## src/gfba_pkg.sv

```systemverilog
// Shared types and constants for the grouped free-block allocator.
// No dependencies; used by every module of the block except gfba_ram.
`timescale 1ns / 1ps

package gfba_pkg;

  localparam int unsigned ID_W     = 10;
  localparam int unsigned TDATA_W  = 16;
  localparam logic [ID_W-1:0] END_MARK = 10'd999;

  localparam logic CMD_ALLOC = 1'b0;
  localparam logic CMD_FREE  = 1'b1;

  localparam logic ST_OK   = 1'b0;
  localparam logic ST_NONE = 1'b1;

  typedef enum logic [3:0] {
    S_IDLE,
    S_DECODE,
    S_TOP,
    S_BASE,
    S_LOAD,
    S_LOAD_END,
    S_SPILL,
    S_SPILL_END,
    S_DONE
  } state_e;

  typedef enum logic [2:0] {
    RES_NONE,
    RES_ZERO_OK,
    RES_FAIL,
    RES_TOP,
    RES_LINK
  } res_sel_e;

  // Commands from the controller to the datapath.
  typedef struct packed {
    logic     latch;
    logic     push;
    logic     pop;
    logic     link_top;
    logic     link_id;
    logic     calc_base;
    logic     seq_clr;
    logic     load_step;
    logic     spill_step;
    logic     spill_fin;
    res_sel_e res_sel;
    logic     out_load;
  } ctrl_cmd_t;

  // Status from the datapath to the controller.
  typedef struct packed {
    logic is_free;
    logic cnt_zero;
    logic cnt_one;
    logic cnt_full;
    logic id_bad;
    logic top_bad;
    logic load_last;
    logic spill_last;
    logic out_free;
  } dp_stat_t;

endpackage

```

## src/gfba_ctrl.sv

```systemverilog
// Controller state machine of the allocator: sequences pops, pushes,
// group loads and spills. Depends on gfba_pkg.
`timescale 1ns / 1ps

module gfba_ctrl (
  input  logic               clk_i,
  input  logic               rst_ni,
  input  logic               req_valid_i,
  output logic               req_ready_o,
  input  gfba_pkg::dp_stat_t stat_i,
  output gfba_pkg::ctrl_cmd_t cmd_o
);
  import gfba_pkg::*;

  state_e state_q, state_d;

  always_ff @(posedge clk_i or negedge rst_ni) begin
    if (!rst_ni) begin
      state_q <= S_IDLE;
    end else begin
      state_q <= state_d;
    end
  end

  always_comb begin
    state_d = state_q;
    case (state_q)
      S_IDLE: begin
        if (req_valid_i) state_d = S_DECODE;
      end
      S_DECODE: begin
        if (!stat_i.is_free) begin
          state_d = stat_i.cnt_zero ? S_DONE : S_TOP;
        end else if (stat_i.id_bad || !stat_i.cnt_full) begin
          state_d = S_DONE;
        end else begin
          state_d = S_BASE;
        end
      end
      S_TOP: begin
        if (!stat_i.cnt_one || stat_i.top_bad) state_d = S_DONE;
        else state_d = S_BASE;
      end
      S_BASE: begin
        state_d = stat_i.is_free ? S_SPILL : S_LOAD;
      end
      S_LOAD: begin
        if (stat_i.load_last) state_d = S_LOAD_END;
      end
      S_LOAD_END: state_d = S_DONE;
      S_SPILL: begin
        if (stat_i.spill_last) state_d = S_SPILL_END;
      end
      S_SPILL_END: state_d = S_DONE;
      S_DONE: begin
        if (stat_i.out_free) state_d = S_IDLE;
      end
      default: state_d = S_IDLE;
    endcase
  end

  always_comb begin
    cmd_o = '0;
    cmd_o.res_sel = RES_NONE;
    req_ready_o = 1'b0;
    case (state_q)
      S_IDLE: begin
        req_ready_o = 1'b1;
        cmd_o.latch = req_valid_i;
      end
      S_DECODE: begin
        if (!stat_i.is_free) begin
          if (stat_i.cnt_zero) cmd_o.res_sel = RES_FAIL;
        end else if (stat_i.id_bad) begin
          cmd_o.res_sel = RES_ZERO_OK;
        end else if (!stat_i.cnt_full) begin
          cmd_o.push    = 1'b1;
          cmd_o.res_sel = RES_ZERO_OK;
        end else begin
          cmd_o.link_id = 1'b1;
        end
      end
      S_TOP: begin
        if (!stat_i.cnt_one) begin
          cmd_o.pop     = 1'b1;
          cmd_o.res_sel = RES_TOP;
        end else if (stat_i.top_bad) begin
          cmd_o.res_sel = RES_FAIL;
        end else begin
          cmd_o.link_top = 1'b1;
        end
      end
      S_BASE: begin
        cmd_o.calc_base = 1'b1;
        cmd_o.seq_clr   = 1'b1;
      end
      S_LOAD: cmd_o.load_step = 1'b1;
      S_LOAD_END: cmd_o.res_sel = RES_LINK;
      S_SPILL: cmd_o.spill_step = 1'b1;
      S_SPILL_END: begin
        cmd_o.spill_fin = 1'b1;
        cmd_o.res_sel   = RES_ZERO_OK;
      end
      S_DONE: cmd_o.out_load = stat_i.out_free;
      default: cmd_o = '0;
    endcase
  end

endmodule

```

## config.mk

```make
export PLATFORM = sky130hd
export DESIGN_NAME = gfba_ctrl
export DESIGN_NICKNAME = d
export VERILOG_FILES = /design/src/gfba_pkg.sv /design/src/gfba_ctrl.sv
export SDC_FILE = /design/constraint.sdc
export NUM_CORES = 1
export LEC_CHECK = 0
export ABC_AREA = 1
export BUFFER_PORTS_ARGS = -buffer_cell sky130_fd_sc_hd__buf_2
export CAP_MARGIN = 20
export CORE_AREA = 2 2 39 41
export CTS_CLUSTER_DIAMETER = 200
export DETAILED_ROUTE_END_ITERATION = 10
export DIE_AREA = 0 0 41 43
export PLACE_DENSITY_LB_ADDON = 0.25
export SLEW_MARGIN = 20
export SYNTH_ARGS = -nofsm -noshare
export SYNTH_HDL_FRONTEND = slang
export SYNTH_SLANG_ARGS = --single-unit
export TNS_END_PERCENT = 20
```

## constraint.sdc

```tcl
create_clock -name clk_i -period 2.6 [get_ports clk_i]
set_clock_uncertainty 0.2 [all_clocks]
set_input_delay 0.52 -clock clk_i [delete_from_list [all_inputs] [get_ports clk_i]]
set_output_delay 0.52 -clock clk_i [all_outputs]
set_load 0.01 [all_outputs]
```

==> results.toml, run 1 <==
[run_status]
status = "completed"

[clocking]
cts_resized = 0
worstSkewPairLatency_ns = 0.24
htree_levels = 1
path_clk_slew_ns = 0.04
clockBufferDepth = 2
cts_hold_buffers = 1
cts_tree = "yes"
numCtsBuffers = 3
cts-root-buf = "clkbuf_4"
clock-sinks = 4
cts.repair_timing.setup_buffer_count = 0

[global_route]
grt_max_degree = 9
grt_antenna_before_repair = 0
grt_util_all_layers_pct = 15.34
grt_pass1_vias = 476
grt_pass1_wl_mm = 1.869
grt_remaining_overflow = 0

[logic_synthesis]
syn-num-nets = 90
synth.distinct_cells = 17
netlist_area_um2 = 457.9
yosysWarningCount = 0
synthTopCellsByArea = "dfrtp_1, inv_1, nand3_1"
ys_seq_elements = 4
yosysTopAreaCell = "dfrtp_1"
yosysSeqAreaShare_pct = 21.86
synth_area_per_cell_um2 = 5.871
synth_top_area_share_pct = 21.86
synth_cells = 78

[detailed_routing]
totalWireLength_mm = 1.095
wl_per_cell_um = 8.975
ant_nets = 0
firstDrtPassIters = 5
first_iter_violations = 8
drc = 0
vias_per_cell = 4.598
vias = 561

[power]
pwr-share-comb_pct = 60.7
internal_power_mw = 0.2580
switchingPower_mw = 0.2807
p_clk_share_pct = 14.5
p_leak_nw = 0.4421
vdd_drop_max_mv = 0.3192
pwr-share-seq_pct = 24.9
p_per_area_nw_per_um2 = 866.4
switching_share_pct = 52.10

[layout]
nNetsFinal = 120
final_cell_mix = "buf_2, inv_1, nand2_1"
final_layout_size_suffix_gt1_share_pct = 36.79
largest_register = "state_q"
top_regs = "state_q x4"
regArea_um2 = 100.1
largest_reg_flops = 4
n_antenna_cell = 0
multi_input_area_um2 = 249.0
fillers = 165
syn_to_final_growth_pct = 35.79
post-route-cell-area_um2 = 621.8
layout_commonest_cell = "buf_2"

[floorplan]
core_um2 = 1384
die_w_um = 41
dieArea_um2 = 1763
pin_count = 27
core.rowCount = 14
die_y_um = 43
start_util_pct = 33.09

[critical_path]
startpoint_type = "register"
cp.depth = 4
endpoint = "cmd_o[2]"
crit_buf_inv = 1
cp.arrival_ns = 1.39
rrSetupSlack_ns = 1.22
slowest_delay_ns = 0.47
path_max_fanout = 8
crit_start = "state_q[0]$_DFFE_PN0P_"
worstRegToRegCells = 6
reg2reg_to = "state_q[0]$_DFFE_PN0P_"
crit_path_end_kind = "output pin"
regToRegStartpoint = "state_q[0]$_DFFE_PN0P_"
path_class = "reg2out"
cp.required_ns = 1.88
crit_family = "flip-flops"
crit_slowest_cell = "dfrtp_1"
path_cells = "nor2_2, o211ai_1, o31ai_1, buf_2"

[timing]
hold_ws_ns = 0.4124
tightest_slew_ns = 0.2936
fmax_mhz = 473.5
tns_ns = 0
finalSetupViolCount = 0
slew_headroom_pct = 80.43
maxSlewViolCount = 0
rsz0062_at_grt = "false"
period_share_pct = 81.23
hold_viol = 0
min_period_ns = 2.112

[place]
gp_congestion = 0.7938
hpwlAfterDp_um = 933
postPlaceCellArea_um2 = 589.3
port_buffers = 26

[flow_run]
cap_violations = 0

[min_path]
hold_path_class = "in2async"
-- power groups by stage --
stage               registers [mW]  clock network (mW)  logic [mW]
finish                       0.134              0.0779       0.327
global route                 0.137              0.0836       0.376
CTS                          0.134              0.0815       0.331
detailed placement           0.134                   0       0.329
global placement             0.134                   0       0.325
floorplan                    0.115                   0       0.266
-- synthesized netlist by cell type --
| master | n |
|---|---|
| buf_4 | 1 |
| buf_6 | 1 |
| dfrtp_1 | 4 |
| inv_1 | 21 |
| inv_2 | 3 |
| nand2_1 | 14 |
| nand2_2 | 1 |
| nand3_1 | 13 |
| nand3_2 | 1 |
| nand4_1 | 3 |
| nor2_1 | 6 |
| nor2_2 | 3 |
| nor2_4 | 2 |
| nor3_1 | 1 |
| nor4_1 | 2 |
| o211ai_1 | 1 |
| o31ai_1 | 1 |
-- layout make-up --
class	count	area share, %
Clock buffer	3	3.622
Tap cell	16	3.219
Multi-Input combinational cell	48	40.04
Inverter	24	14.49
Timing Repair Buffer	27	22.54
Sequential cell	4	16.10
-- stage by stage --
stage                     power, mW  setup slack (ns)  cells  utilization, %
final                        0.5388            0.4880    122           44.94
after global routing         0.5964            0.3727    122           44.94
after CTS                    0.5461            0.4950    122           44.94
after detailed placement     0.4636            0.7586    118           42.59
after global placement       0.4596            0.7475    118           42.59
after floorplan              0.3811            0.7278     78               -
-- cell families (layout without fill, tap and decap cells) --
logic type	count (synthesis)	count (layout)	share of synthesized area [%]
AO/OA/AOI/OAI	2	2	3.280
AND/OR/NAND/NOR	46	46	51.09
buffers and inverters	26	54	23.77
flip-flops	4	4	21.86
-- how the worst min path moves through the flow --
stage	cells after the start	end
2_1_floorplan	0	state_q[0]$_DFFE_PN0P_
3_3_place_gp	1	state_q[2]$_DFFE_PN0P_
3_5_place_dp	1	state_q[0]$_DFFE_PN0P_
4_1_cts	2	state_q[0]$_DFFE_PN0P_
5_1_grt	2	state_q[0]$_DFFE_PN0P_
6_report	2	state_q[1]$_DFFE_PN0P_
-- routing by layer --
layer	GRT usage [%]	up-vias	part of all wire [%]
met2	22.19	25	46
met1	21.57	237	45
met4	6.000	0	1.5
met5	0	-	0
li1	-	297	-
met3	3.141	2	6.5
Power figures use the tool's default switching activity.
==> run 2, diff against run 1 <==
- clock period: 2.6 -> 2 ns (I/O delays scaled with it)
==> results.toml, run 2 (synthesis gave the netlist of run 1 again) <==
[floorplan]
dieArea_um2 = 1763
core_um2 = 1384
die_w_um = 41
pin_count = 27
start_util_pct = 33.09
core.rowCount = 14
die_y_um = 43

[layout]
finalNonFillerCells = 124
largest_register = "state_q"
final_cell_mix = "buf_2, inv_1, nand2_1"
n_antenna_cell = 0
nNetsFinal = 122
final_layout_size_suffix_gt1_share_pct = 39.81
post-route-util_pct = 46.84
syn_to_final_growth_pct = 41.53
post-route-cell-area_um2 = 648.1
largest_reg_flops = 4
top_regs = "state_q x4"
layout_commonest_cell = "buf_2"

[power]
p_clk_share_pct = 12.6
pwr-share-seq_pct = 23.3
internal_power_mw = 0.3705
pwr-share-comb_pct = 64.1
switchingPower_mw = 0.3848
p_leak_nw = 0.4508
switching_share_pct = 50.95
vdd_drop_max_mv = 0.3927
p_per_area_nw_per_um2 = 1165

[global_route]
grt_pass1_wl_mm = 1.876
grt_antenna_before_repair = 0
grt_remaining_overflow = 0
grt_max_degree = 9
grt_pass1_vias = 465
grt_util_all_layers_pct = 15.02

[place]
placed_cells = 118
port_buffers = 26
gp_congestion = 0.8661
hpwlAfterDp_um = 981.4
postPlaceCellArea_um2 = 589.3

[detailed_routing]
totalWireLength_mm = 1.189
firstDrtPassIters = 4
ant_nets = 0
first_iter_violations = 15
drc = 0
vias_per_cell = 4.621
wl_per_cell_um = 9.589
vias = 573

[timing]
tightest_slew_ns = 0.2725
fmax_mhz = 510.5
period_share_pct = 97.94
hold_viol = 0
min_period_ns = 1.959
hold_ws_ns = 0.3145
slew_headroom_pct = 81.83
finalSetupViolCount = 0
tns_ns = 0
rsz0062_at_grt = "true"
maxSlewViolCount = 0

[clocking]
cts_tree = "yes"
worstSkewPairLatency_ns = 0.23
path_clk_slew_ns = 0.04
clockBufferDepth = 2
cts-root-buf = "clkbuf_4"
clock-sinks = 4
numCtsBuffers = 3
htree_levels = 1

[critical_path]
path_class = "reg2out"
regToRegStartpoint = "state_q[3]$_DFFE_PN0P_"
worstRegToRegCells = 8
cp.required_ns = 1.40
startpoint_type = "register"
path_max_fanout = 8
cp.arrival_ns = 1.36
crit_path_end_kind = "output pin"
rrSetupSlack_ns = 0.66
reg2reg_to = "state_q[0]$_DFFE_PN0P_"

[min_path]
hold_path_class = "in2async"

[flow_run]
cap_violations = 0

[run_status]
status = "completed"
run 2: cell types whose count changed in the layout (fill, tap and decap cells not counted):
cell     before  now
nor3_2        0    1
nor2_4        2    3
nor3_1        1    0
buf_4         0    2
dfrtp_2       0    1
nor2_2        3    2
dfrtp_1       4    3
run 2: power by group through the flow:
stage / clock, mW / sequential (mW) / combinational (mW)
after global routing: 0.108 / 0.181 / 0.544
after floorplan: 0 / 0.149 / 0.346
after global placement: 0 / 0.169 / 0.435
final: 0.0955 / 0.176 / 0.484
after CTS: 0.0991 / 0.173 / 0.466
after detailed placement: 0 / 0.174 / 0.430
run 2: metal layers:
layer | track usage (%) | vias up | share of wire (%)
met4 | 2.000 | 0 | 0
li1 | - | 301 | -
met2 | 23.44 | 21 | 51
met3 | 4.712 | 0 | 5.8
met5 | 0 | - | 0
met1 | 20.20 | 251 | 43
run 2: critical path, stage by stage (launching register included):
cell and delay [ns]:
dfrtp_1 0.46, nor2_2 0.25, o211ai_1 0.16, o31ai_1 0.10, buf_2 0.17
run 2: how the worst max path moves through the flow:
stage	endpoint	start	slack, ns	cells past startpoint
floorplan	cmd_o[8]	state_q[2]$_DFFE_PN0P_	0.25	4
global placement	cmd_o[2]	state_q[3]$_DFFE_PN0P_	0.23	4
detailed placement	cmd_o[2]	state_q[3]$_DFFE_PN0P_	0.22	4
CTS	cmd_o[2]	state_q[2]$_DFFE_PN0P_	0.03	4
global route	cmd_o[0]	state_q[0]$_DFFE_PN0P_	-0.04	4
finish	cmd_o[2]	state_q[0]$_DFFE_PN0P_	0.04	4
run 2: stage by stage:
stage          total power [mW]  setup slack [ns]
4_1_cts                  0.7382           0.03118
5_1_grt                  0.8321          -0.04180
6_report                 0.7554           0.04128
3_5_place_dp             0.6044            0.2229
2_1_floorplan            0.4954            0.2478
3_3_place_gp             0.6047            0.2258
run 2: area by class of cell:
cell class,instances,area (µm²)
clock buffer,3,22.52
inverter,24,90.09
tap,16,20.02
fill,162,735.7
multi-input combinational,48,259.0
timing repair buffer,29,155.1
sequential,4,101.3
run 2: repair_timing:
action	CTS	global route
endpoints found under the hold margin	4	0
resized for setup	0	3
pin swaps	1	2
endpoints found under the setup margin	1	8
hold buffers	1	0
buffers inserted	2	0
==> run 3, diff against run 2 <==
- SETUP_SLACK_MARGIN: unset -> 0.4
==> results.toml, run 3 (synthesis gave the netlist of run 1 again) <==
[run_status]
status = "completed"

[place]
port_buffers = 26
gp_congestion = 0.8818
placed_cells = 118
hpwlAfterDp_um = 966.6

[critical_path]
crit_path_end_kind = "output pin"
cp.required_ns = 1.40
path_max_fanout = 6
cp.arrival_ns = 1.33
startpoint_type = "register"
path_class = "reg2out"

[layout]
final_layout_size_suffix_gt1_share_pct = 45.05
final_cell_mix = "buf_2, inv_1, nand2_1"
multi_input_area_um2 = 274.0
nNetsFinal = 125
regArea_um2 = 105.1
largest_register = "state_q"
fillers = 151
finalNonFillerCells = 127
layout_commonest_cell = "buf_2"
top_regs = "state_q x4"
n_antenna_cell = 0
syn_to_final_growth_pct = 50.55
largest_reg_flops = 4

[global_route]
grt_antenna_before_repair = 0
grt_pass1_wl_mm = 1.814
grt_pass1_vias = 480
grt_util_all_layers_pct = 14.72
grt_max_degree = 9
grt_remaining_overflow = 0

[timing]
period_share_pct = 96.40
min_period_ns = 1.928
maxSlewViolCount = 0
fmax_mhz = 518.7
slew_headroom_pct = 83.90
rsz0062_at_grt = "true"
tightest_slew_ns = 0.2405
tns_ns = 0
hold_viol = 0
finalSetupViolCount = 0

[floorplan]
start_util_pct = 33.09
die_y_um = 43
dieArea_um2 = 1763
core.rowCount = 14
core_um2 = 1384
die_w_um = 41
pin_count = 27

[clocking]
clockBufferDepth = 2
htree_levels = 1
path_clk_slew_ns = 0.04
worstSkewPairLatency_ns = 0.23
cts_tree = "yes"
numCtsBuffers = 3
clock-sinks = 4
cts-root-buf = "clkbuf_4"

[detailed_routing]
vias = 573
top_layer = "met3"
vias_per_cell = 4.512
wl_met2_um = 617
firstDrtPassIters = 3
totalWireLength_mm = 1.222
met3_length_um = 74
wl_met1_um = 531
ant_nets = 0
first_iter_violations = 10
drc = 0
wl_per_cell_um = 9.622

[power]
p_leak_nw = 0.4651
vdd_drop_max_mv = 0.4157
p_per_area_nw_per_um2 = 1200

[flow_run]
cap_violations = 0

[min_path]
hold_path_class = "in2async"
run 3: changes by cell type in the layout (fill, tap and decap cells not counted), sizes merged:
cell,delta
buf,+3
run 3: power breakdown:
group / internal [mW] / leakage (nW) / total (mW) / switching, mW
Clock: 0.0667 / 0.0138 / 0.0949 / 0.0281
Combinational: 0.225 / 0.404 / 0.546 / 0.321
Sequential: 0.119 / 0.0470 / 0.186 / 0.0670
run 3: final cells by class:
cell class	instances	area share, %
Multi-Input combinational cell	48	39.75
Inverter	24	13.07
Clock buffer	3	3.267
Timing Repair Buffer	32	25.77
Tap cell	16	2.904
Sequential cell	4	15.25
run 3: critical path, cell delays in order (launching register included):
cell,delay [ns]
dfrtp_2,0.43
nor2_4,0.19
nand3_2,0.10
o31ai_1,0.21
buf_2,0.17
run 3: routing by layer:
layer	vias up	global-route usage (%)
met3	0	5.236
li1	306	-
met2	20	24.06
met4	0	2.000
met1	247	18.24
met5	-	0
run 3: timing repair:
action,in CTS,in global routing
buffers inserted,4,1
endpoints found under the hold margin,4,0
pin swaps,2,0
hold buffers,1,0
gates resized for setup,5,3
cloned,0,0
endpoints found under the setup margin,15,15
run 3: path summary, 6_finish.rpt:
check,from,to,slack [ns],depth (start not counted)
min,rst_ni,state_q[2]$_DFFE_PN0P_,0.31,2
max,state_q[2]$_DFFE_PN0P_,cmd_o[2],0.07,4
max in group asynchronous,rst_ni,state_q[1]$_DFFE_PN0P_,1.16,2
min reg2reg,state_q[1]$_DFFE_PN0P_,state_q[1]$_DFFE_PN0P_,0.43,2
max reg2reg,state_q[2]$_DFFE_PN0P_,state_q[0]$_DFFE_PN0P_,0.62,8
min in group clk_i,stat_i[8],state_q[1]$_DFFE_PN0P_,0.32,3
run 3: stage by stage:
step | hold slack (ns) | total power, mW | instance area, µm² | worst slack, ns | utilization (%)
6_report | 0.3061 | 0.8271 | 689.4 | 0.07192 | 49.82
5_1_grt | 0.3161 | 0.8986 | 689.4 | 0.005701 | 49.82
4_1_cts | 0.3099 | 0.7905 | 670.6 | 0.08436 | 48.46
3_5_place_dp | 0.006372 | 0.6124 | 594.3 | 0.2269 | 42.95
3_3_place_gp | 0.006869 | 0.6098 | 594.3 | 0.2336 | 42.95
2_1_floorplan | -0.09559 | 0.5011 | 462.9 | 0.3233 | -
